`src/rtl/u8dec_pkg.sv`:
```
// ----------------------------------------------------------------------------
// u8dec_pkg: shared types and constants of the UTF-8 to UCS-2 decoder
// Holds the result and packet formats that move from the front end through
// the queue to the output stage, and the decoder's fixed constants.
// ----------------------------------------------------------------------------
package u8dec_pkg;

   localparam logic [7:0]  MAX_UNITS     = 8'd255;
   localparam logic [15:0] REPLACE_CODE  = 16'hFFFD;

   localparam logic [7:0]  CONT_MASK     = 8'hC0;
   localparam logic [7:0]  CONT_MATCH    = 8'h80;
   localparam logic [7:0]  LEAD2_MASK    = 8'hE0;
   localparam logic [7:0]  LEAD2_MATCH   = 8'hC0;
   localparam logic [7:0]  LEAD3_MASK    = 8'hF0;
   localparam logic [7:0]  LEAD3_MATCH   = 8'hE0;
   localparam logic [7:0]  LEAD4_MASK    = 8'hF8;
   localparam logic [7:0]  LEAD4_MATCH   = 8'hF0;

   localparam logic [1:0]  SKIP_LEAD4    = 2'd3;

   localparam int          QUEUE_DEPTH   = 4;
   localparam int          QUEUE_AW      = $clog2(QUEUE_DEPTH);

   // One result word.
   typedef struct packed {
      logic [7:0]  total_units;
      logic        is_end;
      logic [15:0] code_unit;
   } result_type;

   // All results caused by one input byte (one or two).
   typedef struct packed {
      logic       has_second;
      result_type second;
      result_type first;
   } packet_type;

endpackage

```
`src/rtl/u8dec_front.sv`:
```
// ----------------------------------------------------------------------------
// u8dec_front: byte classifier and code assembler
// Takes one byte per cycle while the queue is not full, updates the decoding
// state and pushes a packet of one or two results into the queue when the byte produces any.
// ----------------------------------------------------------------------------
module u8dec_front
   import u8dec_pkg::*;
(
   input  logic        clock,
   input  logic        reset,
   input  logic        byte_valid,
   input  logic [7:0]  name_byte,
   input  logic        queue_full,
   output logic        byte_ready,
   output logic        push_valid,
   output packet_type  push_packet
);

   logic [15:0] partial_code_ff, partial_code_in;
   logic [1:0]  bytes_expected_ff, bytes_expected_in;
   logic [1:0]  bytes_to_skip_ff, bytes_to_skip_in;
   logic [7:0]  units_emitted_ff, units_emitted_in;

   logic        take;
   logic        lead_emit;
   logic [15:0] lead_code;
   logic [15:0] lead_partial;
   logic [1:0]  lead_expected;
   logic [1:0]  lead_skip;
   logic [15:0] merged;
   logic [7:0]  units_plus1;

   assign byte_ready = !queue_full;
   assign take       = byte_valid && byte_ready;
   assign units_plus1 = units_emitted_ff + 8'd1;

   // Decode of the byte as the start of a new character.
   always_comb begin
      lead_emit     = 1'b0;
      lead_code     = {8'd0, name_byte};
      lead_partial  = 16'd0;
      lead_expected = 2'd0;
      lead_skip     = 2'd0;
      if (!name_byte[7]) begin
         lead_emit = 1'b1;
      end else if ((name_byte & LEAD2_MASK) == LEAD2_MATCH) begin
         lead_partial  = {5'd0, name_byte[4:0], 6'd0};
         lead_expected = 2'd1;
      end else if ((name_byte & LEAD3_MASK) == LEAD3_MATCH) begin
         lead_partial  = {name_byte[3:0], 12'd0};
         lead_expected = 2'd2;
      end else if ((name_byte & LEAD4_MASK) == LEAD4_MATCH) begin
         lead_emit = 1'b1;
         lead_code = REPLACE_CODE;
         lead_skip = SKIP_LEAD4;
      end
   end

   // Continuation payload: the first of two continuations lands six bits up.
   assign merged = (bytes_expected_ff == 2'd2) ?
                   (partial_code_ff | {4'd0, name_byte[5:0], 6'd0}) :
                   (partial_code_ff | {10'd0, name_byte[5:0]});

   always_comb begin
      partial_code_in   = partial_code_ff;
      bytes_expected_in = bytes_expected_ff;
      bytes_to_skip_in  = bytes_to_skip_ff;
      units_emitted_in  = units_emitted_ff;
      push_valid        = 1'b0;
      push_packet       = '0;

      if (take) begin
         if (name_byte == 8'd0) begin
            push_valid = 1'b1;
            if (bytes_expected_ff != 2'd0) begin
               push_packet.first.code_unit   = partial_code_ff;
               push_packet.has_second        = 1'b1;
               push_packet.second.is_end     = 1'b1;
               push_packet.second.total_units = units_plus1;
            end else begin
               push_packet.first.is_end      = 1'b1;
               push_packet.first.total_units = units_emitted_ff;
            end
            partial_code_in   = 16'd0;
            bytes_expected_in = 2'd0;
            bytes_to_skip_in  = 2'd0;
            units_emitted_in  = 8'd0;
         end else if (units_emitted_ff >= MAX_UNITS) begin
            // Limit reached: drop until the terminator.
         end else if (bytes_to_skip_ff != 2'd0) begin
            bytes_to_skip_in = bytes_to_skip_ff - 2'd1;
         end else if (bytes_expected_ff != 2'd0) begin
            if ((name_byte & CONT_MASK) == CONT_MATCH) begin
               bytes_expected_in = bytes_expected_ff - 2'd1;
               if (bytes_expected_ff == 2'd1) begin
                  push_valid                  = 1'b1;
                  push_packet.first.code_unit = merged;
                  partial_code_in             = 16'd0;
                  units_emitted_in            = units_plus1;
               end else begin
                  partial_code_in = merged;
               end
            end else begin
               // Missing continuation: flush the partial code, then treat
               // the byte as a new lead if the limit still allows.
               push_valid                  = 1'b1;
               push_packet.first.code_unit = partial_code_ff;
               partial_code_in             = 16'd0;
               bytes_expected_in           = 2'd0;
               units_emitted_in            = units_plus1;
               if (units_plus1 < MAX_UNITS) begin
                  partial_code_in   = lead_partial;
                  bytes_expected_in = lead_expected;
                  bytes_to_skip_in  = lead_skip;
                  if (lead_emit) begin
                     push_packet.has_second       = 1'b1;
                     push_packet.second.code_unit = lead_code;
                     units_emitted_in             = units_emitted_ff + 8'd2;
                  end
               end
            end
         end else begin
            partial_code_in   = lead_partial;
            bytes_expected_in = lead_expected;
            bytes_to_skip_in  = lead_skip;
            if (lead_emit) begin
               push_valid                  = 1'b1;
               push_packet.first.code_unit = lead_code;
               units_emitted_in            = units_plus1;
            end
         end
      end
   end

   always_ff @(posedge clock) begin
      if (reset) begin
         partial_code_ff   <= 16'd0;
         bytes_expected_ff <= 2'd0;
         bytes_to_skip_ff  <= 2'd0;
         units_emitted_ff  <= 8'd0;
      end else begin
         partial_code_ff   <= partial_code_in;
         bytes_expected_ff <= bytes_expected_in;
         bytes_to_skip_ff  <= bytes_to_skip_in;
         units_emitted_ff  <= units_emitted_in;
      end
   end

endmodule

```
`src/rtl/u8dec_queue.sv`:
```
// ----------------------------------------------------------------------------
// u8dec_queue: short packet queue between front end and output stage
// A small first-in first-out buffer of result packets.
// ----------------------------------------------------------------------------
module u8dec_queue
   import u8dec_pkg::*;
(
   input  logic       clock,
   input  logic       reset,
   input  logic       push_valid,
   input  packet_type push_packet,
   output logic       full,
   input  logic       pop,
   output logic       not_empty,
   output packet_type pop_packet
);

   packet_type               slots_ff [QUEUE_DEPTH];
   logic [QUEUE_AW-1:0]      wr_ptr_ff, wr_ptr_in;
   logic [QUEUE_AW-1:0]      rd_ptr_ff, rd_ptr_in;
   logic [QUEUE_AW:0]        count_ff, count_in;
   logic                     do_push;
   logic                     do_pop;

   assign full       = (count_ff == (QUEUE_AW+1)'(QUEUE_DEPTH));
   assign not_empty  = (count_ff != '0);
   assign pop_packet = slots_ff[rd_ptr_ff];
   assign do_push    = push_valid && !full;
   assign do_pop     = pop && not_empty;

   always_comb begin
      wr_ptr_in = do_push ? wr_ptr_ff + QUEUE_AW'(1) : wr_ptr_ff;
      rd_ptr_in = do_pop  ? rd_ptr_ff + QUEUE_AW'(1) : rd_ptr_ff;
      count_in  = count_ff;
      if (do_push && !do_pop) begin
         count_in = count_ff + (QUEUE_AW+1)'(1);
      end else if (do_pop && !do_push) begin
         count_in = count_ff - (QUEUE_AW+1)'(1);
      end
   end

   always_ff @(posedge clock) begin
      if (reset) begin
         wr_ptr_ff <= '0;
         rd_ptr_ff <= '0;
         count_ff  <= '0;
      end else begin
         wr_ptr_ff <= wr_ptr_in;
         rd_ptr_ff <= rd_ptr_in;
         count_ff  <= count_in;
      end
   end

   always_ff @(posedge clock) begin
      if (do_push) begin
         slots_ff[wr_ptr_ff] <= push_packet;
      end
   end

endmodule

```
`src/rtl/u8dec_back.sv`:
```
// ----------------------------------------------------------------------------
// u8dec_back: result output stage
// Takes packets from the queue and presents their results one word per
// cycle while out_ready allows, in a registered output stage.
// ----------------------------------------------------------------------------
module u8dec_back
   import u8dec_pkg::*;
(
   input  logic       clock,
   input  logic       reset,
   input  logic       not_empty,
   input  packet_type pop_packet,
   output logic       pop,
   output logic       out_valid,
   output result_type out_result,
   input  logic       out_ready
);

   logic       out_valid_ff, out_valid_in;
   result_type out_result_ff, out_result_in;
   logic       second_pending_ff, second_pending_in;
   result_type second_ff, second_in;
   logic       slot_free;

   assign slot_free  = !out_valid_ff || out_ready;
   assign pop        = slot_free && !second_pending_ff && not_empty;
   assign out_valid  = out_valid_ff;
   assign out_result = out_result_ff;

   always_comb begin
      out_valid_in      = out_valid_ff;
      out_result_in     = out_result_ff;
      second_pending_in = second_pending_ff;
      second_in         = second_ff;
      if (slot_free) begin
         if (second_pending_ff) begin
            out_valid_in      = 1'b1;
            out_result_in     = second_ff;
            second_pending_in = 1'b0;
         end else if (not_empty) begin
            out_valid_in      = 1'b1;
            out_result_in     = pop_packet.first;
            second_pending_in = pop_packet.has_second;
            second_in         = pop_packet.second;
         end else begin
            out_valid_in = 1'b0;
         end
      end
   end

   always_ff @(posedge clock) begin
      if (reset) begin
         out_valid_ff      <= 1'b0;
         second_pending_ff <= 1'b0;
      end else begin
         out_valid_ff      <= out_valid_in;
         second_pending_ff <= second_pending_in;
      end
   end

   always_ff @(posedge clock) begin
      out_result_ff <= out_result_in;
      second_ff     <= second_in;
   end

endmodule

```
`src/rtl/utf8_to_ucs2_decoder.sv`:
```
// ----------------------------------------------------------------------------
// utf8_to_ucs2_decoder: streaming UTF-8 name to UCS-2 code unit decoder
// Path: a byte that produces a result is written into a queue slot, then
// moved into the output register (front end to queue, queue to output register).
// Throughput: one byte per cycle while the queue is not full; the output stage drains
// one word per cycle while rsp_tready is high, so a byte that yields two results takes two output words.
// Reset: synchronous, active high; clears decoding state, queue and output.
// ----------------------------------------------------------------------------
//
// The front end classifies each byte (ASCII, two- or three-byte lead,
// continuation, four-byte lead, invalid, terminator) and updates the code
// being assembled. Each byte that produces results pushes one packet of one
// or two result words into a four-entry queue. The back end pulls packets
// and hands their words out through a registered output stage, so the input
// keeps flowing while a result waits to be taken. The input stalls only
// when the queue is full.
//
// A zero byte flushes any partial code, then produces an end word that
// carries the number of code units emitted for the name, and the decoder
// returns to its reset state for the next name.
module utf8_to_ucs2_decoder
   import u8dec_pkg::*;
(
   input  logic        clock,
   input  logic        reset,
   // Input bytes.
   input  logic        req_tvalid,
   output logic        req_tready,
   input  logic [7:0]  req_tdata,   // [7:0] name_byte
   // Result words.
   output logic        rsp_tvalid,
   input  logic        rsp_tready,
   output logic [31:0] rsp_tdata,   // [15:0] code_unit, [23:16] total_units, [31:24] zero
   output logic        rsp_tlast    // is_end: the end word after the terminator
);

   logic       queue_full;
   logic       push_valid;
   packet_type push_packet;
   logic       pop;
   logic       not_empty;
   packet_type pop_packet;
   result_type out_result;

   u8dec_front u_front (
      .clock       (clock),
      .reset       (reset),
      .byte_valid  (req_tvalid),
      .name_byte   (req_tdata),
      .queue_full  (queue_full),
      .byte_ready  (req_tready),
      .push_valid  (push_valid),
      .push_packet (push_packet)
   );

   u8dec_queue u_queue (
      .clock       (clock),
      .reset       (reset),
      .push_valid  (push_valid),
      .push_packet (push_packet),
      .full        (queue_full),
      .pop         (pop),
      .not_empty   (not_empty),
      .pop_packet  (pop_packet)
   );

   u8dec_back u_back (
      .clock       (clock),
      .reset       (reset),
      .not_empty   (not_empty),
      .pop_packet  (pop_packet),
      .pop         (pop),
      .out_valid   (rsp_tvalid),
      .out_result  (out_result),
      .out_ready   (rsp_tready)
   );

   // Pack the result word onto the stream bus.
   assign rsp_tdata = {8'd0, out_result.total_units, out_result.code_unit};
   assign rsp_tlast = out_result.is_end;

endmodule
```
`config.mk`:
```
export PLATFORM = sky130hd
export DESIGN_NAME = utf8_to_ucs2_decoder
export DESIGN_NICKNAME = d
export VERILOG_FILES = /design/src/rtl/u8dec_pkg.sv /design/src/rtl/u8dec_front.sv /design/src/rtl/u8dec_queue.sv /design/src/rtl/u8dec_back.sv /design/src/rtl/utf8_to_ucs2_decoder.sv
export SDC_FILE = /design/constraint.sdc
export NUM_CORES = 1
export LEC_CHECK = 0
export ABC_AREA = 1
export BUFFER_PORTS_ARGS = -buffer_cell sky130_fd_sc_hd__buf_4
export CAP_MARGIN = 25
export CORE_AREA = 3 3 219 221
export DETAILED_ROUTE_END_ITERATION = 7
export DIE_AREA = 0 0 222 224
export PLACE_DENSITY = 0.37
export REMOVE_ABC_BUFFERS = 1
export SLEW_MARGIN = 30
export SYNTH_ARGS = -nofsm -noshare
export SYNTH_HDL_FRONTEND = slang
export SYNTH_SLANG_ARGS = --single-unit
```
`constraint.sdc`:
```
create_clock -name clock -period 3.8 [get_ports clock]
set_input_delay 0.57 -clock clock [delete_from_list [all_inputs] [get_ports clock]]
set_output_delay 0.57 -clock clock [all_outputs]
set_load 0.05 [all_outputs]
```
### Word-level counts from Yosys, hierarchy flattened

Memories as Yosys holds them, arrays and structs flattened. A register that Yosys moved wholly into a read port is not among the register bits.
Index checks and enable logic that the tools add are counted.

* bits in registers: 87
* RAM bits: 204
* input port bits: 12
* output and inout bits: 35
* logic and storage cells: 158
* memories kept: 1

Memories
* u_queue.slots_ff: depth 4, width 51, read ports 1, clocked after memory_dff 1, write ports 1, RTL line u8dec_queue.sv:18 `packet_type slots_ff [QUEUE_DEPTH];`

* add/subtract/negate cells: 8
* $lt $le $gt $ge: 2
* eq/ne operators: 12
* multiplexer cells: 92
* bitwise logic cells: 3
* reduce and logical (&&, ||, !) cells: 25

Operator list (number)
* 16-bit two-way mux: 29
* 8-bit two-way mux: 9
* 51-bit two-way mux: 1
* 25-bit two-way mux: 2
* 2-bit two-way mux: 21
* 9-bit two-way mux: 3
* 1-bit two-way mux: 24
* 16-bit by 12-bit OR with 16-bit output: 1
* 16-bit by 6-bit OR with 16-bit output: 1
* 4-bit by 3-bit != test with 1-bit output, second input constant: 3
* 10-bit two-way mux: 1
* 8-bit by 1-bit adder with 8-bit output, second input constant: 1
* 8-bit by 2-bit adder with 8-bit output, second input constant: 1
* 8-bit greater-or-equal comparator, second input constant: 1
* 8-bit logical NOT: 1
* 8-bit less-than comparator, second input constant: 1
* 2-bit nonzero test: 4
* 1-bit logical AND: 7
* 3-bit == test, second input constant: 2
* 3-bit two-way mux: 2
* 3-bit AND reduction: 2
* 3-bit nonzero test: 2
* 5-bit == test, second input constant: 1
* 1-bit logical NOT: 5
* 13 further kinds: 17

### Longest topological paths before layout

Gate-level depths: netlist of run 1.

* depth after elaboration: 16
* depth in mapped cells: 16
* gate-level depth less buffers: 15

### Hierarchy

Synthesis of run 1 repeated with hierarchy kept, for this count alone.

* cell total of the unflattened synthesis: 1153
* area, all modules: 12642.1 µm²

Modules (own cells, without submodules)
* u8dec_queue: times used 1, cells an instance 562, area an instance 8077.7 µm², seq. area each 6306.0 µm²
* u8dec_front: times used 1, cells an instance 435, area an instance 2561.2 µm², seq. area each 560.5 µm²
* u8dec_back: times used 1, cells an instance 147, area an instance 1939.4 µm², seq. area each 1541.5 µm²
* utf8_to_ucs2_decoder: times used 1, cells an instance 9, area an instance 63.8 µm², seq. area each 0.0 µm²

### Worst setup path after synthesis of run 1

No wires, ideal clock.

* path kind: reg-to-reg
* from: register u_queue.count_ff[0]
* to: memory u_queue.slots_ff[0][0] (netlist bit), enable pin
* library setup time: 444 ps
* data arrival time: 3481 ps
* required time: 3356 ps
* setup slack: -125 ps
* cell stages (with the launch flop): 10
* buffers on the path: 1
* period minus slack after synthesis: 3925 ps
* cell sequence: dfxtp_1 -> nor2_1 -> nand2_1 -> nand2_1 -> inv_1 -> nand3_2 -> nor2_8 -> inv_4 -> buf_6 -> nor2_1

* longest elaborated chain between the ends: 7

RTL lines
* from (decl): RTL line u8dec_queue.sv:21 `logic [QUEUE_AW:0] count_ff, count_in;`
* from (signal assigned): RTL line u8dec_queue.sv:50 `count_ff <= count_in;`
* 3-bit == test *: RTL line u8dec_queue.sv:25 `assign full = (count_ff == (QUEUE_AW+1)'(QUEUE_DEPTH));`
* 1-bit logical NOT *: RTL line u8dec_front.sv:33 `assign byte_ready = !queue_full;`
* via req_tready: RTL line utf8_to_ucs2_decoder.sv:28 `output logic req_tready,`
* 1-bit logical AND: RTL line u8dec_front.sv:34 `assign take = byte_valid && byte_ready;`
* 1-bit two-way mux: RTL line u8dec_front.sv:72 `if (take) begin`
* 1-bit logical AND *: RTL line u8dec_queue.sv:28 `assign do_push = push_valid && !full;`
* via u_queue.do_push: RTL line u8dec_queue.sv:22 `logic do_push;`
* 1-bit two-way mux *: RTL line u8dec_queue.sv:55 `if (do_push) begin`
* 1-bit two-way mux (implied by the code) *: RTL line u8dec_queue.sv:56 `slots_ff[wr_ptr_ff] <= push_packet;`
* to (decl): RTL line u8dec_queue.sv:18

Mark *: on every way through the listed nets, which the timed path passes. The rest lies on a longest branch.

### Final worst setup path of run 1

* from: register u_front.bytes_expected_ff[1]
* to: register u_queue.count_ff[2]

* longest elaborated chain between the ends: 12
* elaborated cells between the ends (all ways): 15
* classes of those cells: eq/ne: 1; mux: 8; reduce/logical: 6

RTL lines
* from (decl): RTL line u8dec_front.sv:20 `logic [1:0] bytes_expected_ff, bytes_expected_in;`
* from (signal assigned): RTL line u8dec_front.sv:143 `bytes_expected_ff <= bytes_expected_in;`
* 2-bit by 1-bit == test with 1-bit output: RTL line u8dec_front.sv:95 `if (bytes_expected_ff == 2'd1) begin`
* 1-bit two-way mux: RTL line u8dec_front.sv:95
* 1-bit two-way mux: RTL line u8dec_front.sv:93 `if ((name_byte & CONT_MASK) == CONT_MATCH) begin`
* 1-bit two-way mux *: RTL line u8dec_front.sv:92 `end else if (bytes_expected_ff != 2'd0) begin`
* 1-bit two-way mux *: RTL line u8dec_front.sv:90 `end else if (bytes_to_skip_ff != 2'd0) begin`
* 1-bit two-way mux *: RTL line u8dec_front.sv:88 `end else if (units_emitted_ff >= MAX_UNITS) begin`
* 1-bit two-way mux *: RTL line u8dec_front.sv:73 `if (name_byte == 8'd0) begin`
* 1-bit two-way mux *: RTL line u8dec_front.sv:72
* 1-bit logical AND *: RTL line u8dec_queue.sv:28
* via u_queue.do_push: RTL line u8dec_queue.sv:22
* 1-bit logical NOT: RTL line u8dec_queue.sv:37 `end else if (do_pop && !do_push) begin`
* 1-bit logical AND: RTL line u8dec_queue.sv:37
* 2-bit nonzero test (no line)

Marks and branches as above.
A chain may end at the register's enable or synchronous reset.

==> results of run 1 <==
final timing paths:
check / to / startpoint
setup / recovery: u_queue.count_ff[2]$_SDFFE_PP0P_ / u_front.bytes_expected_ff[1]$_SDFFE_PP0P_
hold reg to reg: register / u_queue.rd_ptr_ff[1]$_SDFFE_PP0P_
hold / removal: u_front.partial_code_ff[2]$_SDFFE_PP0P_ / req_tdata[2]
setup reg to reg: u_queue.count_ff[2]$_SDFFE_PP0P_ / u_front.bytes_expected_ff[1]$_SDFFE_PP0P_
routing by layer:
layer	global-route usage (%)	part of all wire [%]	routed length (µm)	vias up
met4	3.84	2.9	900	0
li1	-	-	-	3652
met3	1.90	3.6	1150	54
met1	16.5	46	14600	3665
met5	0	0	0	-
met2	21.1	47	14900	142
power breakdown:
group	total, W	internal (W)	switching (W)
Combinational	0.00306	0.000840	0.00222
Sequential	0.00394	0.00370	0.000238
Clock	0.00301	0.00183	0.00118
cell type report:
type | count | area, µm²
tap | 607 | 759
timing repair buffer | 57 | 490
clock buffer | 39 | 836
inverter | 79 | 300
clock inverter | 18 | 211
antenna | 1 | 2.50
sequential | 253 | 7210
fill | 4758 | 33300
multi-input combinational | 631 | 3270
through the flow:
step | worst slack, ps | std cells | hold WS [ps] | cell area (µm²)
floorplan | -65.8 | 963 | 437 | 10700
global placement | 884 | 1627 | 444 | 12000
detailed placement | 908 | 1627 | 452 | 12000
CTS | 932 | 1684 | 275 | 13100
global route | 667 | 1684 | 313 | 13100
finish | 943 | 1685 | 316 | 13100
tightest hold or removal path: stages:
cell	delay, ps
buf_4	150
nand3_1	80
a21oi_1	60
state kept, by name, summed over array words and instances, names as in the netlist, named ones only:
| signal | count |
|---|---|
| u_front.partial_code_ff | 16 |
| u_back.second_pending_ff | 1 |
| u_queue.rd_ptr_ff | 2 |
| u_front.bytes_expected_ff | 2 |
| u_queue.wr_ptr_ff | 2 |
| u_queue.count_ff | 3 |
| u_front.units_emitted_ff | 8 |
| u_queue.slots_ff | 172 |
| u_back.out_valid | 1 |
| u_back.out_result | 25 |
| u_back.second_ff | 17 |
| u_front.bytes_to_skip_ff | 2 |
kinds of logic (layout without fill, tap and decap cells):
kind of cell / after synthesis / count (layout) / share of synthesized area (%)
other cells: 1 / 9 / 0.0339
xor+xnor: 5 / 5 / 0.396
compound gates: 244 / 244 / 12.7
buf+inv: 140 / 193 / 5.70
flops: 253 / 253 / 65.2
simple gates: 362 / 362 / 14.5
fa+ha+maj: 12 / 12 / 1.43
synthesized netlist by cell type, drive strengths merged:
cell type | number | share of area (%)
o2bb2ai | 1 | 0.079
nand3 | 38 | 2.1
a211oi | 2 | 0.14
o22ai | 29 | 1.6
xor2 | 5 | 0.40
a21oi | 58 | 2.7
ha | 11 | 1.2
a221o | 9 | 0.82
inv | 79 | 2.7
nand2 | 131 | 4.9
nor2 | 177 | 6.5
nor3 | 4 | 0.28
o211ai | 8 | 0.54
o221ai | 4 | 0.32
o21ai | 101 | 4.6
conb | 1 | 0.034
fa | 1 | 0.18
a31oi | 32 | 1.8
buf | 30 | 1.9
dfxtp | 39 | 7.1
nand4 | 12 | 0.68
clkbuf | 31 | 1.1
edfxtp | 214 | 58
==> flow_summary.html, run 1 <==
<table>
<tr><th>Metric</th><th>Value</th></tr>
<tr><th colspan="2">Run status</th></tr>
<tr><td>Run status</td><td>finished clean</td></tr>
<tr><th colspan="2">Detailed routing</th></tr>
<tr><td>Count of vias placed by the detailed router</td><td>7513</td></tr>
<tr><td>ANT nets after route</td><td>0</td></tr>
<tr><td>Routed wire per std cell</td><td>18.7 µm</td></tr>
<tr><td>DRC Markers</td><td>0</td></tr>
<tr><td>Detailed-route vias per instance</td><td>4.46</td></tr>
<tr><td>Number of design-rule violations left by the first detailed-router iteration</td><td>527</td></tr>
<tr><td>First-pass detailed-route iteration total</td><td>5</td></tr>
<tr><td>Drt total wl</td><td>31.5 mm</td></tr>
<tr><th colspan="2">Floorplanning</th></tr>
<tr><td>Die Footprint</td><td>49700 µm²</td></tr>
<tr><td>Starting Density</td><td>23.8%</td></tr>
<tr><td>CORE AREA</td><td>46400 µm²</td></tr>
<tr><td>Count of pins on the block boundary</td><td>47</td></tr>
<tr><td>Horiz. Die Dim</td><td>222 µm</td></tr>
<tr><td>FP Rows</td><td>79</td></tr>
<tr><td>Die Span Y</td><td>224 µm</td></tr>
<tr><th colspan="2">Critical path</th></tr>
<tr><td>Internal reg-to-reg setup slack</td><td>940 ps</td></tr>
<tr><td>Cell breakdown of the critical path</td><td>inv_1 -&gt; ha_1 -&gt; inv_1 -&gt; nand3_2 -&gt; nand3_2 -&gt; nor2_8 -&gt; ha_1 -&gt; inv_1 -&gt; fa_1 -&gt; a21oi_1 -&gt; o21ai_0 -&gt; o21ai_0 -&gt; a21oi_1</td></tr>
<tr><td>Worst Reg-to-Reg Cells</td><td>13</td></tr>
<tr><td>Startpoint Class</td><td>register</td></tr>
<tr><td>Count of buffering cells on the critical path with inverters included</td><td>3</td></tr>
<tr><td>Cell repeated most along the worst path</td><td>inv_1</td></tr>
<tr><td>CP top delay family</td><td>adder cells</td></tr>
<tr><td>Path type of the worst setup path</td><td>register to register</td></tr>
<tr><td>Instance count on the critical path</td><td>13</td></tr>
<tr><td>Crit-path slowest cell</td><td>ha_1</td></tr>
<tr><td>CP Max Fanout</td><td>12</td></tr>
<tr><td>WP data required</td><td>4260 ps</td></tr>
<tr><td>Critical path's largest stage delay</td><td>540 ps</td></tr>
<tr><td>Data arrival time of the critical path</td><td>3320 ps</td></tr>
<tr><td>Sort of element at the end of the critical path</td><td>register</td></tr>
<tr><th colspan="2">Timing</th></tr>
<tr><td>Unrepaired setup endpoints after global routing</td><td>false</td></tr>
<tr><td>Period utilisation layout</td><td>75.2%</td></tr>
<tr><td>Setup TNS</td><td>0 ps</td></tr>
<tr><td>Final-report setup violation count</td><td>0</td></tr>
<tr><td>Number of slew-limit violations in the final report</td><td>0</td></tr>
<tr><td>Fmax</td><td>0.350 GHz</td></tr>
<tr><td>Transition time at the pin with the least slew margin</td><td>864 ps</td></tr>
<tr><td>Relative slew slack</td><td>42.3%</td></tr>
<tr><td>Clock Skews</td><td>13.5 ps</td></tr>
<tr><td>Fin. Hold Viols</td><td>0</td></tr>
<tr><td>Fin crit period</td><td>2860 ps</td></tr>
<tr><th colspan="2">Layout</th></tr>
<tr><td>Number of nets in the final layout</td><td>1077</td></tr>
<tr><td>Layout-stage area growth over the synthesis result</td><td>18.4%</td></tr>
<tr><td>Finished Core Util</td><td>28.2%</td></tr>
<tr><td>Layout cell share with drive strength beyond 1</td><td>15.2%</td></tr>
<tr><td>Most frequent cells in the layout</td><td>edfxtp_1 (214), nor2_1 (162), nand2_1 (118), o21ai_0 (98), inv_1 (64)</td></tr>
<tr><td>Leading cell type in the layout, fill and taps excluded</td><td>edfxtp_1</td></tr>
<tr><th colspan="2">Synthesis</th></tr>
<tr><td>Count of different cell masters after synthesis</td><td>39</td></tr>
<tr><td>Per-instance average area after synthesis</td><td>10.9 µm²</td></tr>
<tr><td>Proportion of synthesized chip area in sequential cells</td><td>65.2%</td></tr>
<tr><td>Synth Warn #</td><td>0</td></tr>
<tr><td>Flip-flop and latch count after synthesis</td><td>253</td></tr>
<tr><td>Netlist area before placement</td><td>11000 µm²</td></tr>
<tr><td>Gate count after technology mapping</td><td>1017</td></tr>
<tr><th colspan="2">Hold path</th></tr>
<tr><td>Hold WC Path Type</td><td>primary input to register</td></tr>
<tr><td>Number of stages on the worst hold path</td><td>3</td></tr>
<tr><th colspan="2">Clock network</th></tr>
<tr><td>Number of buffers inserted to repair setup after CTS</td><td>0</td></tr>
<tr><td>Clock input transition at the sequential cells of the worst setup and hold paths</td><td>60 ps</td></tr>
<tr><td>Depth of the CTS H-tree</td><td>1</td></tr>
<tr><td>Number of hold buffers added after CTS</td><td>0</td></tr>
<tr><td>Post-cts gate resize count</td><td>0</td></tr>
<tr><td>Sinks on the clock net</td><td>253</td></tr>
<tr><td>Cts bufs inserted</td><td>31</td></tr>
<tr><td>Insertion delay of the later-clocked pin in the worst-skew pair</td><td>580 ps</td></tr>
<tr><td>Buffers from clock root to sink, at most</td><td>3</td></tr>
<tr><td>Library cell used as clock root buffer</td><td>clkbuf_16</td></tr>
<tr><td>TritonCTS clock tree</td><td>built</td></tr>
<tr><th colspan="2">Pwr</th></tr>
<tr><td>PwrDens</td><td>766 nW/µm²</td></tr>
<tr><td>Largest vdd supply drop</td><td>0.346 mV</td></tr>
<tr><td>Overall Power</td><td>0.0100 W</td></tr>
<tr><td>Leakage</td><td>4.71 nW</td></tr>
<tr><th colspan="2">Global route</th></tr>
<tr><td>Wire length of the first global-routing pass</td><td>47.7 mm</td></tr>
<tr><td>Global routing usage summed across all routing layers</td><td>12.4%</td></tr>
<tr><td>Maximum number of pins on one net before global-route repair</td><td>44</td></tr>
<tr><td>Antenna violations before repair</td><td>1</td></tr>
<tr><td>Number of global-route vias before repair</td><td>7673</td></tr>
<tr><td>Grt total ovfl</td><td>0</td></tr>
<tr><th colspan="2">Place</th></tr>
<tr><td>DP HPWL</td><td>19.4 mm</td></tr>
<tr><td>PortBufs</td><td>38</td></tr>
<tr><td>Placer Congestion</td><td>0.852</td></tr>
<tr><th colspan="2">Flow run</th></tr>
<tr><td>Max-Cap Viols</td><td>0</td></tr>
</table>
No activity file was read; power rests on OpenSTA's default activity.
==> inputs of run 2 (changes only) <==
--- a/config.mk
+++ b/config.mk
@@ -5,12 +5,12 @@
 export SDC_FILE = /design/constraint.sdc
 export NUM_CORES = 1
 export LEC_CHECK = 0
-export ABC_AREA = 1
+export ABC_AREA = 0
 export BUFFER_PORTS_ARGS = -buffer_cell sky130_fd_sc_hd__buf_4
 export CAP_MARGIN = 25
-export CORE_AREA = 3 3 219 221
+export CORE_AREA = 3 3 214 216
 export DETAILED_ROUTE_END_ITERATION = 7
-export DIE_AREA = 0 0 222 224
+export DIE_AREA = 0 0 217 219
 export PLACE_DENSITY = 0.37
 export REMOVE_ABC_BUFFERS = 1
 export SLEW_MARGIN = 30
==> constraint.sdc (replaced) <==
create_clock -name clock -period 2.6 [get_ports clock]
set_input_delay 0.39 -clock clock [delete_from_list [all_inputs] [get_ports clock]]
set_output_delay 0.39 -clock clock [all_outputs]
set_load 0.05 [all_outputs]
==> run 2 against run 1 <==
  * Worst hold slack got worse by 41 ps
  * Largest cell class unchanged
  * Global-route usage shrank 0.92 points
  * Setup slack got worse by 820 ps
  * Highest routed layer unchanged
  * Largest power group unchanged
  * Sequential share of layout area shrank 0.73 points
==> flow_summary.html, run 2 <==
<table>
<tr><th>Metric</th><th>Value</th></tr>
<tr><th colspan="2">Run status</th></tr>
<tr><td>Run status</td><td>finished clean</td></tr>
<tr><th colspan="2">Global route</th></tr>
<tr><td>Antenna violations before repair</td><td>0</td></tr>
<tr><td>Global routing usage summed across all routing layers</td><td>11.5%</td></tr>
<tr><td>Number of global-route vias before repair</td><td>6867</td></tr>
<tr><td>Maximum number of pins on one net before global-route repair</td><td>36</td></tr>
<tr><td>Grt total ovfl</td><td>0</td></tr>
<tr><td>Wire length of the first global-routing pass</td><td>42.0 mm</td></tr>
<tr><th colspan="2">Floorplanning</th></tr>
<tr><td>Starting Density</td><td>24.0%</td></tr>
<tr><td>Count of pins on the block boundary</td><td>47</td></tr>
<tr><td>Die Span Y</td><td>219 µm</td></tr>
<tr><td>Horiz. Die Dim</td><td>217 µm</td></tr>
<tr><td>FP Rows</td><td>77</td></tr>
<tr><td>Die Footprint</td><td>47500 µm²</td></tr>
<tr><td>CORE AREA</td><td>44100 µm²</td></tr>
<tr><th colspan="2">Detailed routing</th></tr>
<tr><td>Routed wire per std cell</td><td>19.4 µm</td></tr>
<tr><td>ANT nets after route</td><td>0</td></tr>
<tr><td>Detailed-route vias per instance</td><td>4.47</td></tr>
<tr><td>First-pass detailed-route iteration total</td><td>5</td></tr>
<tr><td>Drt total wl</td><td>27.6 mm</td></tr>
<tr><td>DRC Markers</td><td>0</td></tr>
<tr><td>Number of design-rule violations left by the first detailed-router iteration</td><td>458</td></tr>
<tr><td>Count of vias placed by the detailed router</td><td>6384</td></tr>
<tr><th colspan="2">Clock network</th></tr>
<tr><td>Depth of the CTS H-tree</td><td>1</td></tr>
<tr><td>Library cell used as clock root buffer</td><td>clkbuf_16</td></tr>
<tr><td>Insertion delay of the later-clocked pin in the worst-skew pair</td><td>550 ps</td></tr>
<tr><td>Cts bufs inserted</td><td>29</td></tr>
<tr><td>Number of hold buffers added after CTS</td><td>0</td></tr>
<tr><td>Buffers from clock root to sink, at most</td><td>3</td></tr>
<tr><td>Sinks on the clock net</td><td>253</td></tr>
<tr><td>TritonCTS clock tree</td><td>built</td></tr>
<tr><td>Clock input transition at the sequential cells of the worst setup and hold paths</td><td>60 ps</td></tr>
<tr><th colspan="2">Place</th></tr>
<tr><td>Placer Congestion</td><td>0.812</td></tr>
<tr><td>DP HPWL</td><td>18.6 mm</td></tr>
<tr><td>PortBufs</td><td>38</td></tr>
<tr><td>Pre-CTS setup slack</td><td>-505 ps</td></tr>
<tr><th colspan="2">Layout</th></tr>
<tr><td>Layout-stage area growth over the synthesis result</td><td>25.4%</td></tr>
<tr><td>Register bank with the most flops</td><td>u_queue.slots_ff</td></tr>
<tr><td>Max reg flops</td><td>172</td></tr>
<tr><td>Number of nets in the final layout</td><td>838</td></tr>
<tr><td>Layout fillers</td><td>4494</td></tr>
<tr><td>Most frequent cells in the layout</td><td>edfxtp_1 (214), buf_4 (118), mux4_2 (43), nor2_1 (39), dfxtp_1 (37)</td></tr>
<tr><td>Layout cell share with drive strength beyond 1</td><td>31.6%</td></tr>
<tr><td>Leading cell type in the layout, fill and taps excluded</td><td>edfxtp_1</td></tr>
<tr><td># diodes</td><td>0</td></tr>
<tr><th colspan="2">Pwr</th></tr>
<tr><td>Leakage</td><td>4.59 nW</td></tr>
<tr><td>Largest vdd supply drop</td><td>0.440 mV</td></tr>
<tr><td>PwrDens</td><td>981 nW/µm²</td></tr>
<tr><th colspan="2">Synthesis</th></tr>
<tr><td>Proportion of synthesized chip area in sequential cells</td><td>68.1%</td></tr>
<tr><td>Combinational family with the most area after synthesis</td><td>multiplexers</td></tr>
<tr><td>Adder and majority cell fraction of the synthesized area</td><td>1.49%</td></tr>
<tr><td>Top cell type's share of synthesized area</td><td>60.8%</td></tr>
<tr><td>Xor and xnor area share after synthesis</td><td>0.911%</td></tr>
<tr><td>Cell with the most instances after synthesis</td><td>edfxtp_1</td></tr>
<tr><td>Count of different cell masters after synthesis</td><td>68</td></tr>
<tr><td>Share of cell area taken by muxes after synthesis</td><td>11.1%</td></tr>
<tr><td>Dominant cells by area after synthesis</td><td>edfxtp_1 (61%), mux4_2 (9.2%), dfxtp_1 (7.4%)</td></tr>
<tr><td>Share of the synthesized area in compound gates (AO/OA/AOI/OAI)</td><td>7.57%</td></tr>
<tr><td>Library cell occupying the most area in the post-synthesis netlist</td><td>edfxtp_1</td></tr>
<tr><td>Prevailing post-synth register cell</td><td>edfxtp_1</td></tr>
<tr><td>Gate count after technology mapping</td><td>693</td></tr>
<tr><td>Netlist area before placement</td><td>10600 µm²</td></tr>
<tr><td>Per-instance average area after synthesis</td><td>15.3 µm²</td></tr>
<tr><td>Async S/R FF share, synth</td><td>0%</td></tr>
<tr><td>Flip-flop and latch count after synthesis</td><td>253</td></tr>
<tr><td>EDFF count, synth</td><td>214</td></tr>
<tr><td>Synth Warn #</td><td>0</td></tr>
<tr><td>Post-synth top cells</td><td>edfxtp_1 (214), mux4_2 (43), nor2_1 (43)</td></tr>
<tr><td>Simple-gate portion of the synthesized area</td><td>7.69%</td></tr>
<tr><th colspan="2">Critical path</th></tr>
<tr><td>WP data required</td><td>2870 ps</td></tr>
<tr><td>Data arrival time of the critical path</td><td>2740 ps</td></tr>
<tr><td>Path type of the worst setup path</td><td>register to register</td></tr>
<tr><td>Internal reg-to-reg setup slack</td><td>130 ps</td></tr>
<tr><td>R2R Path End</td><td>u_queue.slots_ff[3][26]$_DFFE_PP_</td></tr>
<tr><td>CP Max Fanout</td><td>7</td></tr>
<tr><td>Sort of element at the end of the critical path</td><td>register</td></tr>
<tr><td>Worst Reg-to-Reg Cells</td><td>9</td></tr>
<tr><td>Worst reg2reg startpoint</td><td>u_front.units_emitted_ff[0]$_SDFFE_PP0P_</td></tr>
<tr><td>Startpoint Class</td><td>register</td></tr>
<tr><th colspan="2">Timing</th></tr>
<tr><td>Transition time at the pin with the least slew margin</td><td>582 ps</td></tr>
<tr><td>Unrepaired setup endpoints after global routing</td><td>false</td></tr>
<tr><td>Relative slew slack</td><td>60.9%</td></tr>
<tr><td>Setup TNS</td><td>0 ps</td></tr>
<tr><td>Clock Skews</td><td>12.9 ps</td></tr>
<tr><td>Period utilisation layout</td><td>95.1%</td></tr>
<tr><td>Fmax</td><td>0.405 GHz</td></tr>
<tr><td>Post-route setup slack</td><td>128 ps</td></tr>
<tr><td>Fin. Hold Viols</td><td>0</td></tr>
<tr><td>Number of slew-limit violations in the final report</td><td>0</td></tr>
<tr><td>Final-report setup violation count</td><td>0</td></tr>
<tr><td>Fin crit period</td><td>2470 ps</td></tr>
<tr><th colspan="2">Hold path</th></tr>
<tr><td>Number of stages on the worst hold path</td><td>3</td></tr>
<tr><td>Hold WC Path Type</td><td>primary input to register</td></tr>
<tr><td>Hold Startpoint</td><td>req_tvalid</td></tr>
<tr><td>End of the worst hold path</td><td>u_front.bytes_to_skip_ff[1]$_SDFFE_PP0P_</td></tr>
<tr><th colspan="2">Flow run</th></tr>
<tr><td>Max-Cap Viols</td><td>0</td></tr>
</table>
## run 2: final cells by class
| type | instances | area [µm²] | share of cell area, % |
|---|---|---|---|
| timing repair buffer | 131 | 1150 | 8.65 |
| sequential | 253 | 7210 | 54.4 |
| clock buffer | 35 | 748 | 5.64 |
| tap | 592 | 741 | 5.59 |
| clock inverter | 18 | 160 | 1.21 |
| multi-input combinational | 375 | 3160 | 23.8 |
| inverter | 24 | 93.8 | 0.708 |
## run 2: how the worst max path moves through the flow
stage	startpoint	to	cells after the start
after floorplan	req_tdata[4]	u_queue.count_ff[2]$_SDFFE_PP0P_	11
after global placement	req_tdata[4]	u_queue.count_ff[2]$_SDFFE_PP0P_	12
after detailed placement	req_tdata[4]	u_queue.count_ff[2]$_SDFFE_PP0P_	12
after CTS	req_tdata[4]	u_queue.count_ff[2]$_SDFFE_PP0P_	12
after global routing	u_front.units_emitted_ff[1]$_SDFFE_PP0P_	u_front.partial_code_ff[10]$_SDFFE_PP0P_	10
final	u_front.units_emitted_ff[0]$_SDFFE_PP0P_	u_queue.slots_ff[3][26]$_DFFE_PP_	9
## run 2: report_power, final
part | switching [W] | total [W] | internal (W)
clock | 0.00157 | 0.00390 | 0.00233
combinational | 0.00226 | 0.00366 | 0.00140
sequential | 0.000233 | 0.00545 | 0.00522
## run 2: per-stage QoR
| step | total power (W) | cell area [µm²] | utilization, % | cells | hold WS [ps] |
|---|---|---|---|---|---|
| final | 0.0130 | 13300 | 30.0 | 1428 | 275 |
| after global routing | 0.0136 | 13300 | 30.0 | 1428 | 269 |
| after CTS | 0.0133 | 13200 | 29.9 | 1427 | 254 |
| after detailed placement | 0.00926 | 12300 | 27.8 | 1374 | 446 |
| after global placement | 0.00923 | 12300 | 27.8 | 1374 | 447 |
| after floorplan | 0.00780 | 10400 | - | 652 | 426 |
## run 2: logic make-up (layout without fill, tap and decap cells)
logic type	count (synthesis)	count (layout)
other cells	1	8
buf+inv	72	208
fa+ha+maj	12	12
compound gates	121	121
simple gates	162	162
flops	253	253
xor+xnor	11	11
mux	61	61
## run 2: critical path: stages, from the launching register on
cell	delay (ps)
dfxtp_1	340
ha_1	200
nand3_2	110
buf_4	170
or3_1	410
a221oi_2	270
buf_4	210
buf_4	160
nor2_1	70
and4_1	260
## run 2: routing by layer
layer,track usage (%),routed length (µm)
met2,19.8,13500
met4,3.48,564
met3,1.47,990
met1,15.2,12600
met5,0,0
## run 2: what timing repair did
action	CTS	global route
endpoints found under the setup margin	1	83
pin swaps	0	6
cloned	0	0
endpoints found under the hold margin	0	0
buffers inserted	0	1
gates resized for setup	5	14
==> inputs of run 3 (changes only) <==
==> constraint.sdc (replaced) <==
create_clock -name clock -period 2.6 [get_ports clock]
set_input_delay 0.78 -clock clock [delete_from_list [all_inputs] [get_ports clock]]
set_output_delay 0.78 -clock clock [all_outputs]
set_load 0.05 [all_outputs]
==> run 3 against run 2 <==
  * The run now ends with setup timing left
  * Sequential power about the same
  * Flip-flop and latch count unchanged
  * Sequential share of layout area decreased by 1.0 points
  * Via count increased by 1.7%
  * Register-to-register slack got worse by 130 ps
  * Count of clock-buffer cells in the layout increased by 1
==> flow_summary.html, run 3 (same netlist as run 2, synthesis figures left out) <==
<table>
<tr><th>Metric</th><th>Value</th></tr>
<tr><th colspan="2">Run status</th></tr>
<tr><td>Run status</td><td>finished, violations left</td></tr>
<tr><td>Violations in the final reports</td><td>setup timing</td></tr>
<tr><th colspan="2">Timing</th></tr>
<tr><td>Clock Skews</td><td>18.3 ps</td></tr>
<tr><td>Number of slew-limit violations in the final report</td><td>0</td></tr>
<tr><td>Post-route setup slack</td><td>-209 ps</td></tr>
<tr><td>Unrepaired setup endpoints after global routing</td><td>true</td></tr>
<tr><td>Final-report setup violation count</td><td>1</td></tr>
<tr><td>Relative slew slack</td><td>56.1%</td></tr>
<tr><td>Period utilisation layout</td><td>108%</td></tr>
<tr><td>Fin. Hold Viols</td><td>0</td></tr>
<tr><td>Fmax</td><td>0.356 GHz</td></tr>
<tr><td>Fin crit period</td><td>2810 ps</td></tr>
<tr><td>Transition time at the pin with the least slew margin</td><td>654 ps</td></tr>
<tr><td>Setup TNS</td><td>-209 ps</td></tr>
<tr><th colspan="2">Detailed routing</th></tr>
<tr><td>Routed wire per std cell</td><td>19.3 µm</td></tr>
<tr><td>ANT nets after route</td><td>0</td></tr>
<tr><td>Count of vias placed by the detailed router</td><td>6490</td></tr>
<tr><td>Number of design-rule violations left by the first detailed-router iteration</td><td>419</td></tr>
<tr><td>First-pass detailed-route iteration total</td><td>5</td></tr>
<tr><td>Drt total wl</td><td>28.1 mm</td></tr>
<tr><td>DRC Markers</td><td>0</td></tr>
<tr><td>Detailed-route vias per instance</td><td>4.47</td></tr>
<tr><th colspan="2">Clock network</th></tr>
<tr><td>Number of hold buffers added after CTS</td><td>0</td></tr>
<tr><td>Buffers from clock root to sink, at most</td><td>3</td></tr>
<tr><td>TritonCTS clock tree</td><td>built</td></tr>
<tr><td>Clock input transition at the sequential cells of the worst setup and hold paths</td><td>60 ps</td></tr>
<tr><td>Sinks on the clock net</td><td>253</td></tr>
<tr><td>Depth of the CTS H-tree</td><td>1</td></tr>
<tr><td>Library cell used as clock root buffer</td><td>clkbuf_16</td></tr>
<tr><td>Cts bufs inserted</td><td>29</td></tr>
<tr><td>Insertion delay of the later-clocked pin in the worst-skew pair</td><td>540 ps</td></tr>
<tr><th colspan="2">Global route</th></tr>
<tr><td>Wire length of the first global-routing pass</td><td>42.9 mm</td></tr>
<tr><td>Grt total ovfl</td><td>0</td></tr>
<tr><td>Maximum number of pins on one net before global-route repair</td><td>36</td></tr>
<tr><td>Number of global-route vias before repair</td><td>7002</td></tr>
<tr><td>Antenna violations before repair</td><td>2</td></tr>
<tr><td>Global routing usage summed across all routing layers</td><td>11.7%</td></tr>
<tr><th colspan="2">Place</th></tr>
<tr><td>Pre-CTS setup slack</td><td>-993 ps</td></tr>
<tr><td>Placer Congestion</td><td>0.824</td></tr>
<tr><td>PortBufs</td><td>38</td></tr>
<tr><td>DP HPWL</td><td>19.0 mm</td></tr>
<tr><td>Cell area reported after detailed placement</td><td>12400 µm²</td></tr>
<tr><td>Total placed cells including tap cells</td><td>1394</td></tr>
<tr><th colspan="2">Flow run</th></tr>
<tr><td>Max-Cap Viols</td><td>0</td></tr>
<tr><th colspan="2">Floorplanning</th></tr>
<tr><td>Horiz. Die Dim</td><td>217 µm</td></tr>
<tr><td>FP Rows</td><td>77</td></tr>
<tr><td>Starting Density</td><td>24.0%</td></tr>
<tr><td>Die Footprint</td><td>47500 µm²</td></tr>
<tr><td>Count of pins on the block boundary</td><td>47</td></tr>
<tr><td>Die Span Y</td><td>219 µm</td></tr>
<tr><td>CORE AREA</td><td>44100 µm²</td></tr>
<tr><th colspan="2">Layout</th></tr>
<tr><td>Max reg flops</td><td>172</td></tr>
<tr><td>Layout-stage area growth over the synthesis result</td><td>27.7%</td></tr>
<tr><td>Finished Cell Area</td><td>13500 µm²</td></tr>
<tr><td>Register bank with the most flops</td><td>u_queue.slots_ff</td></tr>
<tr><td>Leading cell type in the layout, fill and taps excluded</td><td>edfxtp_1</td></tr>
<tr><td>Most frequent cells in the layout</td><td>edfxtp_1 (214), buf_4 (136), mux4_2 (43), nor2_1 (42), dfxtp_1 (37)</td></tr>
<tr><td>Register Area</td><td>7210 µm²</td></tr>
<tr><td># diodes</td><td>0</td></tr>
<tr><td>Layout fillers</td><td>4445</td></tr>
<tr><td>Number of nets in the final layout</td><td>863</td></tr>
<tr><td>Non-Filler Instances</td><td>1453</td></tr>
<tr><td>Layout cell share with drive strength beyond 1</td><td>33.6%</td></tr>
<tr><td>Multi-input gate area</td><td>3150 µm²</td></tr>
<tr><th colspan="2">Critical path</th></tr>
<tr><td>R2R Path End</td><td>u_queue.count_ff[2]$_SDFFE_PP0P_</td></tr>
<tr><td>Worst reg2reg startpoint</td><td>u_front.units_emitted_ff[0]$_SDFFE_PP0P_</td></tr>
<tr><td>Sort of element at the end of the critical path</td><td>register</td></tr>
<tr><td>WP data required</td><td>3080 ps</td></tr>
<tr><td>Internal reg-to-reg setup slack</td><td>0 ps</td></tr>
<tr><td>CP Max Fanout</td><td>2</td></tr>
<tr><td>CP endpoint</td><td>u_queue.count_ff[2]$_SDFFE_PP0P_</td></tr>
<tr><td>Startpoint Class</td><td>primary input</td></tr>
<tr><td>Path type of the worst setup path</td><td>primary input to register</td></tr>
<tr><td>Worst Reg-to-Reg Cells</td><td>12</td></tr>
<tr><td>Data arrival time of the critical path</td><td>3290 ps</td></tr>
<tr><td>Startpoint of the most critical setup path</td><td>req_tdata[5]</td></tr>
<tr><th colspan="2">Hold path</th></tr>
<tr><td>Hold WC Path Type</td><td>register to register</td></tr>
<tr><th colspan="2">Pwr</th></tr>
<tr><td>PwrDens</td><td>978 nW/µm²</td></tr>
<tr><td>Largest vdd supply drop</td><td>0.401 mV</td></tr>
<tr><td>Leakage</td><td>4.74 nW</td></tr>
</table>
## run 3: worst min-delay path by stage
stage,startpoint,end,slack (ps),cells past startpoint
after floorplan,u_front.partial_code_ff[12]$_SDFFE_PP0P_,u_front.partial_code_ff[12]$_SDFFE_PP0P_,430,2
after global placement,u_front.partial_code_ff[13]$_SDFFE_PP0P_,u_front.partial_code_ff[13]$_SDFFE_PP0P_,450,2
after detailed placement,u_front.partial_code_ff[13]$_SDFFE_PP0P_,u_front.partial_code_ff[13]$_SDFFE_PP0P_,470,2
after CTS,u_front.partial_code_ff[13]$_SDFFE_PP0P_,u_front.partial_code_ff[13]$_SDFFE_PP0P_,470,2
after global routing,u_front.partial_code_ff[12]$_SDFFE_PP0P_,u_front.partial_code_ff[12]$_SDFFE_PP0P_,490,2
final,u_front.partial_code_ff[13]$_SDFFE_PP0P_,u_front.partial_code_ff[13]$_SDFFE_PP0P_,470,2
## run 3: repair_timing
item / 4_1_cts / 5_1_grt
setup buffers: 3 / 1
resized for setup: 17 / 10
pin swaps: 12 / 12
setup endpoints to repair: 14 / 77
endpoints found under the hold margin: 0 / 0
cloned: 1 / 1
## run 3: critical path, stage by stage
cell and delay [ps]:
buf_8 110, or4_4 540, or2_4 280, a211oi_4 230
nand2_2 100, inv_2 80, ha_4 140, inv_4 40
fa_2 370, xor2_2 160, or3_1 330, a21oi_2 130
## run 3: layer usage
metal / global-route usage (%) / share of wire (%)
met2: 19.7 / 49
met4: 3.28 / 1.7
met3: 1.45 / 3.6
met1: 16.1 / 46
met5: 0 / 0
## run 3: final cells by class
class / count / area share [%]
sequential: 253 / 53.4
multi-input combinational: 375 / 23.3
timing repair buffer: 156 / 10.3
clock buffer: 36 / 5.72
tap: 592 / 5.48
clock inverter: 17 / 1.08
inverter: 24 / 0.686
## run 3: where the power goes
part           internal [W]  total [W]  leakage (nW)  switching, W
clock               0.00230    0.00393         0.444       0.00163
sequential          0.00522    0.00548          2.35      0.000261
combinational       0.00151    0.00380          1.94       0.00229
total               0.00903     0.0132          4.74       0.00418
## run 3: per-stage QoR
stage               util (%)  hold WS, ps  power, W
floorplan                  -          426   0.00780
global placement        28.1          453   0.00924
detailed placement      28.1          465   0.00935
CTS                     30.5          474    0.0135
global route            30.6          494    0.0139
finish                  30.6          468    0.0132
